### config.mk
export PLATFORM = sky130hd
export DESIGN_NAME = knx_pulse_bit_receiver
export DESIGN_NICKNAME = d
export VERILOG_FILES = /design/src/rtl/knxr_pkg.sv /design/src/rtl/knxr_frame.sv /design/src/rtl/knx_pulse_bit_receiver.sv
export SDC_FILE = /design/constraint.sdc
export NUM_CORES = 1
export LEC_CHECK = 0
export BUFFER_PORTS_ARGS = -buffer_cell sky130_fd_sc_hd__buf_2
export CORE_MARGIN = 2
export CORE_UTILIZATION = 50
export CTS_BUF_LIST = sky130_fd_sc_hd__clkbuf_8
export CTS_CLUSTER_SIZE = 16
export DETAILED_ROUTE_END_ITERATION = 8
export GPL_TIMING_DRIVEN = 0
export PLACE_DENSITY = 0.76
export SETUP_SLACK_MARGIN = 0.2
export SLEW_MARGIN = 25
export SYNTH_ARGS = -nofsm -noshare
export SYNTH_HDL_FRONTEND = slang
export SYNTH_HIERARCHICAL = 1
export SYNTH_SLANG_ARGS = --single-unit
### constraint.sdc
create_clock -name clk -period 4.64 [get_ports clk]
set_clock_uncertainty 0.1 [all_clocks]
set_input_delay 0.928 -clock clk [delete_from_list [all_inputs] [get_ports clk]]
set_output_delay 0.928 -clock clk [all_outputs]
set_load 0.005 [all_outputs]
### src/rtl/knxr_pkg.sv
// ----------------------------------------------------------------------------
// knxr_pkg
// Shared types and constants for the pulse-bit character receiver.
// ----------------------------------------------------------------------------
package knxr_pkg;

    localparam int TIMESTAMP_BITS_DEFAULT = 16;
    localparam int WINDOW_BITS            = 16;
    localparam int PERIOD_BITS            = 17;
    localparam int BYTE_BITS              = 8;
    localparam int POS_BITS               = 4;
    localparam int CFG_INDEX_BITS         = 2;

    localparam logic [WINDOW_BITS-1:0] MIN_WIDTH_RESET = 16'd15;
    localparam logic [WINDOW_BITS-1:0] MAX_WIDTH_RESET = 16'd65;
    localparam logic [PERIOD_BITS-1:0] PERIOD_RESET    = 17'h10000;

    localparam logic [POS_BITS-1:0] POS_START     = 4'd0;
    localparam logic [POS_BITS-1:0] POS_DATA_LAST = 4'd8;
    localparam logic [POS_BITS-1:0] POS_PARITY    = 4'd9;
    localparam logic [POS_BITS-1:0] POS_STOP      = 4'd10;

    typedef enum logic {
        OP_EDGE = 1'b0,
        OP_TICK = 1'b1
    } op_t;

    typedef enum logic [CFG_INDEX_BITS-1:0] {
        CFG_MIN_WIDTH = 2'd0,
        CFG_MAX_WIDTH = 2'd1,
        CFG_PERIOD    = 2'd2
    } cfg_index_t;

    typedef struct packed {
        logic [WINDOW_BITS-1:0] min_width;
        logic [WINDOW_BITS-1:0] max_width;
        logic [PERIOD_BITS-1:0] period;
    } cfg_t;

    typedef struct packed {
        logic                 awaiting_fall;
        logic                 pulse_seen;
        logic [POS_BITS-1:0]  bit_position;
        logic [BYTE_BITS-1:0] shift_byte;
        logic                 receiving;
    } frame_t;

    localparam frame_t FRAME_RESET = '{
        awaiting_fall: 1'b0,
        pulse_seen:    1'b0,
        bit_position:  POS_START,
        shift_byte:    '0,
        receiving:     1'b0
    };

endpackage

### src/rtl/knxr_frame.sv
// ----------------------------------------------------------------------------
// knxr_frame
// Next-state logic for one event: pulse width check and character framing.
// ----------------------------------------------------------------------------
module knxr_frame
    import knxr_pkg::*;
#(
    parameter int TIMESTAMP_BITS = TIMESTAMP_BITS_DEFAULT
)
(
    input  cfg_t                      cfg,
    input  frame_t                    frame,
    input  logic [TIMESTAMP_BITS-1:0] rise_time,
    input  op_t                       operation,
    input  logic [TIMESTAMP_BITS-1:0] timestamp,
    output frame_t                    frame_next,
    output logic [TIMESTAMP_BITS-1:0] rise_time_next,
    output logic                      emit,
    output logic [BYTE_BITS-1:0]      emit_byte
);

    localparam int WB = TIMESTAMP_BITS + 1;
    localparam int CW = (WB > PERIOD_BITS) ? WB : PERIOD_BITS;

    logic [CW-1:0] period_ext;
    logic [CW-1:0] rise_ext;
    logic [CW-1:0] now_ext;
    logic [CW-1:0] wrap_sum;
    logic [CW-1:0] direct_diff;
    logic [WB-1:0] width;
    logic [CW-1:0] width_ext;
    logic          in_window;
    logic          bit_one;

    assign period_ext  = CW'(cfg.period);
    assign rise_ext    = CW'(rise_time);
    assign now_ext     = CW'(timestamp);
    assign wrap_sum    = period_ext - rise_ext + now_ext;
    assign direct_diff = now_ext - rise_ext;
    assign width       = (timestamp >= rise_time) ? direct_diff[WB-1:0] : wrap_sum[WB-1:0];
    assign width_ext   = CW'(width);
    assign in_window   = (width_ext >= CW'(cfg.min_width)) && (width_ext <= CW'(cfg.max_width));
    assign bit_one     = !frame.pulse_seen;
    assign emit_byte   = frame.shift_byte;

    always_comb
    begin
        frame_next     = frame;
        rise_time_next = rise_time;
        emit           = 1'b0;
        if (operation == OP_EDGE)
        begin
            if (!frame.awaiting_fall)
            begin
                rise_time_next           = timestamp;
                frame_next.awaiting_fall = 1'b1;
            end
            else
            begin
                frame_next.awaiting_fall = 1'b0;
                if (in_window)
                begin
                    frame_next.receiving  = 1'b1;
                    frame_next.pulse_seen = 1'b1;
                end
            end
        end
        else if (frame.receiving)
        begin
            frame_next.pulse_seen   = 1'b0;
            frame_next.bit_position = frame.bit_position + 1'b1;
            case (frame.bit_position)
                POS_START:
                begin
                    if (bit_one)
                    begin
                        frame_next               = FRAME_RESET;
                        frame_next.awaiting_fall = frame.awaiting_fall;
                    end
                end
                POS_PARITY:
                begin
                    frame_next.shift_byte = frame.shift_byte;
                end
                POS_STOP:
                begin
                    frame_next               = FRAME_RESET;
                    frame_next.awaiting_fall = frame.awaiting_fall;
                    emit                     = bit_one;
                end
                default:
                begin
                    if (frame.bit_position <= POS_DATA_LAST)
                    begin
                        frame_next.shift_byte = {bit_one, frame.shift_byte[BYTE_BITS-1:1]};
                    end
                    else
                    begin
                        frame_next               = FRAME_RESET;
                        frame_next.awaiting_fall = frame.awaiting_fall;
                        emit                     = bit_one;
                    end
                end
            endcase
        end
    end

endmodule

### src/rtl/knx_pulse_bit_receiver.sv
// ----------------------------------------------------------------------------
// knx_pulse_bit_receiver
// Pulse-bit character receiver: edge/tick events in, framed data bytes out.
// ----------------------------------------------------------------------------
// Takes one event per clock. An accepted event is held in the input register,
// where the width check and framing update run; when that event fires, a
// completed byte is registered into the result register, from which it
// transfers out. The input side stalls only when the result register holds
// an untaken byte and the event in the input register would finish another
// one. Configuration writes are always ready and take effect at once.
// ----------------------------------------------------------------------------
module knx_pulse_bit_receiver
    import knxr_pkg::*;
#(
    parameter int TIMESTAMP_BITS = TIMESTAMP_BITS_DEFAULT
)
(
    input  logic                      clk,
    input  logic                      rst_n,
    input  logic                      in_valid,
    output logic                      in_stall,
    input  logic                      operation,
    input  logic [TIMESTAMP_BITS-1:0] timestamp,
    output logic                      out_valid,
    input  logic                      out_stall,
    output logic [BYTE_BITS-1:0]      received_byte,
    input  logic                      cfg_valid,
    output logic                      cfg_ready,
    input  logic [CFG_INDEX_BITS-1:0] cfg_index,
    input  logic [PERIOD_BITS-1:0]    cfg_data
);

    logic                      s1_valid_reg;
    logic                      s1_valid_next;
    op_t                       s1_op_reg;
    logic [TIMESTAMP_BITS-1:0] s1_ts_reg;
    frame_t                    frame_reg;
    frame_t                    frame_next;
    logic [TIMESTAMP_BITS-1:0] rise_time_reg;
    logic [TIMESTAMP_BITS-1:0] rise_time_next;
    cfg_t                      cfg_reg;
    cfg_t                      cfg_next;
    logic                      out_valid_reg;
    logic                      out_valid_next;
    logic [BYTE_BITS-1:0]      out_byte_reg;
    logic                      emit;
    logic [BYTE_BITS-1:0]      emit_byte;
    logic                      out_free;
    logic                      fire;
    logic                      in_take;

    knxr_frame #(
        .TIMESTAMP_BITS (TIMESTAMP_BITS)
    ) u_frame (
        .cfg            (cfg_reg),
        .frame          (frame_reg),
        .rise_time      (rise_time_reg),
        .operation      (s1_op_reg),
        .timestamp      (s1_ts_reg),
        .frame_next     (frame_next),
        .rise_time_next (rise_time_next),
        .emit           (emit),
        .emit_byte      (emit_byte)
    );

    assign out_free      = !out_valid_reg || !out_stall;
    assign fire          = s1_valid_reg && (!emit || out_free);
    assign in_stall      = s1_valid_reg && !fire;
    assign in_take       = in_valid && !in_stall;
    assign out_valid     = out_valid_reg;
    assign received_byte = out_byte_reg;
    assign cfg_ready     = 1'b1;

    always_comb
    begin
        s1_valid_next = s1_valid_reg;
        if (in_take)
        begin
            s1_valid_next = 1'b1;
        end
        else if (fire)
        begin
            s1_valid_next = 1'b0;
        end
    end

    always_comb
    begin
        out_valid_next = out_valid_reg && out_stall;
        if (fire && emit)
        begin
            out_valid_next = 1'b1;
        end
    end

    always_comb
    begin
        cfg_next = cfg_reg;
        if (cfg_valid && cfg_ready)
        begin
            case (cfg_index_t'(cfg_index))
                CFG_MIN_WIDTH: cfg_next.min_width = cfg_data[WINDOW_BITS-1:0];
                CFG_MAX_WIDTH: cfg_next.max_width = cfg_data[WINDOW_BITS-1:0];
                CFG_PERIOD:    cfg_next.period    = cfg_data;
                default:       cfg_next           = cfg_reg;
            endcase
        end
    end

    always_ff @(posedge clk or negedge rst_n)
    begin
        if (!rst_n)
        begin
            s1_valid_reg     <= 1'b0;
            out_valid_reg    <= 1'b0;
            frame_reg        <= FRAME_RESET;
            rise_time_reg    <= '0;
            cfg_reg.min_width <= MIN_WIDTH_RESET;
            cfg_reg.max_width <= MAX_WIDTH_RESET;
            cfg_reg.period    <= PERIOD_RESET;
        end
        else
        begin
            s1_valid_reg  <= s1_valid_next;
            out_valid_reg <= out_valid_next;
            cfg_reg       <= cfg_next;
            if (fire)
            begin
                frame_reg     <= frame_next;
                rise_time_reg <= rise_time_next;
            end
        end
    end

    always_ff @(posedge clk)
    begin
        if (in_take)
        begin
            s1_op_reg <= op_t'(operation);
            s1_ts_reg <= timestamp;
        end
        if (fire && emit)
        begin
            out_byte_reg <= emit_byte;
        end
    end

endmodule

==> impl_metrics.csv <==
group,metric,value,unit
yosys,synth_ff_type,"dfrtp_1",
route,drt_iter0_drc,512,
yosys,syn_area_per_cell,9.358,um2
global_routing,grt_pass1_vias,6141,
power,pwr-share-seq,0.271,
route,wl_per_cell,16.36,um
finish,finalNonFillerCells,1161,
cts,cts_inserted_buffers,9,
finish,seq_area,2811,um2
cts,htreeDepth,3,
floorplanning,coreArea,15770,um2
finish,layout_common_cells,"inv_1, nand2_1, dfrtp_1",
route,vias,6474,
timing,worstMarginPinSlew,0.8666,ns
cts,tritoncts_num_sinks,107,
power,power_density,536.7,nW/um2
finish,drive_gt1_frac,0.2265,
power,p_switching,2.141,mW
route,post_drt_via_cell_ratio,5.576,
timing,rsz0062_at_grt,"yes",
finish,final_common_cell,"inv_1",
route,dr.pass1.iters,5,
yosys,ys_seq_area_frac,0.3514,
power,internal-power,2.756,mW
worst_setup_path,critPathMaxFanout,3,
yosys,ys_warn_count,6,
placement,place_ws,-0.5620,ns
floorplanning,die_y,130.5,um
floorplanning,ios,52,
finish,largest_reg_flops,49,
worst_setup_path,endpoint_kind,"flop",
worst_setup_path,startpoint_type,"flop",
cts,cts.path.max_buffers,2,
route,postRouteWirelength,18.99,mm
floorplanning,initial_core_util,0.5074,
timing,hold_viol_final,0,
cts,clock_latency,0.41,ns
timing,tns,0,ns
power,p_sw_frac,0.4372,
worst_setup_path,critPathRequiredTime,4.86,ns
global_routing,grt_max_degree,44,
finish,areaGrowthSynthToFinish,14.03,%
timing,slew_headroom,0.4223,
power,ir_drop,0.2354,mV
cts,clock-root-buffer,"clkbuf_8",
placement,port_buffers,49,
finish,multi_input_area,4696,um2
global_routing,track_usage,0.2344,
yosys,async_flop_share,0.7664,
outcome,outcome,"completed",
timing,fin_crit_sh,0.9987,
timing,holdWs,0.3135,ns
route,drtAntennaViolNets,0,
timing,fin_crit,4.634,ns
timing,drv_slew,0,
worst_setup_path,cp_data_arrival_time,4.85,ns
yosys,ys_ff_latch,107,
power,comb_power_share,0.612,
timing,setup_violations,0,
finish,fillers,1389,
worst_setup_path,path_class,"flop to flop",
floorplanning,fp-row-count,46,
yosys,synth_edf_count,25,
global_routing,grt_pass1_wl,30.93,mm
yosys,syn_area,8001,um2
route,drc_errors,0,
cts,path_clk_slew,0.12,ns
yosys,yosysUniqueCellTypes,68,
timing,fmax,215.8,MHz
yosys,syn-num-nets,982,
finish,num_antenna_cells,0,
cts,cts_tree,"done",
yosys,synthCells,855,
floorplanning,dieArea,17030,um2
finish,fin_nets,1067,
power,p_leak,4.126,nW
timing,finalWorstSetupSlack,0.005840,ns
hold_path,min_path_type,"primary input to asynchronous set/reset pin",
job,cap_violations,0,
global_routing,grt_antenna_before_repair,0,
power,clkPwrFrac,0.117,
floorplanning,dieWidth,130.5,um
placement,numPlacedInstances,1121,
placement,dpl.hpwl,13.80,mm
placement,gp_congestion,0.9178,
global_routing,grt-ovfl-total,0,
[area by class of cell]
type | instances | area share
clock buffer | 10 | 0.01509
clock inverter | 6 | 0.005074
inverter | 120 | 0.04937
buffer | 43 | 0.02551
timing repair buffer | 74 | 0.05252
multi-input combinational | 585 | 0.5147
tap | 216 | 0.02962
sequential | 107 | 0.3081
[timing repair]
item,4_1_cts,5_1_grt
gates resized for setup,36,15
pin swaps,27,7
setup endpoints to repair,2,2
hold buffers,0,0
buffers inserted,21,3
cloned,0,0
[synthesized netlist by cell type (4+ instances only)]
| cell | instances | area [um2] |
|---|---|---|
| mux2_2 | 51 | 574.3 |
| o21bai_1 | 6 | 45.04 |
| a21o_1 | 11 | 82.58 |
| nor2_1 | 21 | 78.83 |
| dfstp_2 | 7 | 183.9 |
| xnor2_1 | 15 | 131.4 |
| o21a_1 | 8 | 60.06 |
| buf_4 | 11 | 82.58 |
| o21ai_0 | 42 | 210.2 |
| nand4_1 | 41 | 256.5 |
| inv_1 | 120 | 450.4 |
| ha_1 | 69 | 863.3 |
| nand3_1 | 17 | 85.08 |
| a211o_1 | 4 | 35.03 |
| nand2b_1 | 38 | 237.7 |
| a21oi_2 | 4 | 35.03 |
| mux2i_1 | 5 | 50.05 |
| nand3b_1 | 4 | 30.03 |
| a21oi_1 | 33 | 165.2 |
| edfxtp_1 | 25 | 750.7 |
| o211ai_1 | 35 | 262.8 |
| dfrtp_1 | 75 | 1877 |
| fa_1 | 17 | 340.3 |
| clkbuf_1 | 26 | 97.59 |
| xor2_1 | 12 | 105.1 |
| nand2_1 | 80 | 300.3 |
| a211oi_1 | 6 | 45.04 |
| nor3_1 | 11 | 55.05 |
[routing by layer]
layer / part of all wire / wire length (um) / GRT usage / up-vias
met5: 0 / 0 / 0 / -
met4: 0.027 / 520 / 0.08949 / 0
met3: 0.050 / 950 / 0.03746 / 35
met2: 0.46 / 8710 / 0.3554 / 182
met1: 0.46 / 8810 / 0.3390 / 3111
li1: - / - / - / 3146
[cells by family (layout without fill, tap and decap cells)]
kind of cell / count (synthesis) / in the layout / share of synthesized area
buf+inv: 163 / 253 / 0.08522
flops: 107 / 107 / 0.3514
fa+ha+maj: 86 / 86 / 0.1504
compound gates: 175 / 175 / 0.1471
other cells: 1 / 1 / 0.0004687
mux: 56 / 56 / 0.07803
xor+xnor: 27 / 27 / 0.02955
simple gates: 240 / 240 / 0.1578
[power groups by stage]
| stage | clock (mW) | sequential, mW | combinational [mW] |
|---|---|---|---|
| final | 0.574 | 1.32 | 3.00 |
| after global routing | 0.625 | 1.35 | 3.33 |
| after CTS | 0.588 | 1.32 | 2.85 |
| after detailed placement | 0 | 1.34 | 2.55 |
| after global placement | 0 | 1.33 | 2.47 |
| after floorplan | 0 | 1.28 | 2.01 |
[through the flow]
step	power (mW)	util	cell area, um2
after floorplan	3.292	-	8009
after global placement	3.801	0.5405	8524
after detailed placement	3.886	0.5427	8558
after CTS	4.755	0.5739	9050
after global routing	5.302	0.5785	9124
final	4.897	0.5785	9124
[critical path, cell delays in order, from the launching register on]
cell and delay, ns:
edfxtp_1 0.40, inv_2 0.05, fa_1 0.55, inv_2 0.05, fa_2 0.40, a211oi_4 0.31, o21ai_2 0.12, o21ai_2 0.11
o21ai_2 0.10, o41ai_2 0.25, xor2_1 0.22, a21oi_2 0.11, ha_4 0.28, and4_4 0.24, nand4_1 0.13, nor4_2 0.20
o21ai_1 0.12, a21oi_2 0.19, nand4b_1 0.19, o2111ai_2 0.14, nand2_1 0.08, o211ai_1 0.19
[path summary, 6_finish.rpt]
path	start	to	slack [ns]	depth (start not counted)
max reg2reg	s1_ts_reg[1]$_DFFE_PP_	frame_reg[0]$_DFFE_PN0P_	0.006	21
max	s1_ts_reg[1]$_DFFE_PP_	frame_reg[0]$_DFFE_PN0P_	0.006	21
max in group asynchronous	rst_n	frame_reg[14]$_DFFE_PN0P_	3.56	2
min reg2reg	cfg_reg[9]$_DFFE_PN0P_	cfg_reg[9]$_DFFE_PN0P_	0.42	1
min	rst_n	cfg_reg[40]$_DFFE_PN0P_	0.31	1
min in group clk	cfg_reg[9]$_DFFE_PN0P_	cfg_reg[9]$_DFFE_PN0P_	0.42	1
(Power assumes the default switching activity.)
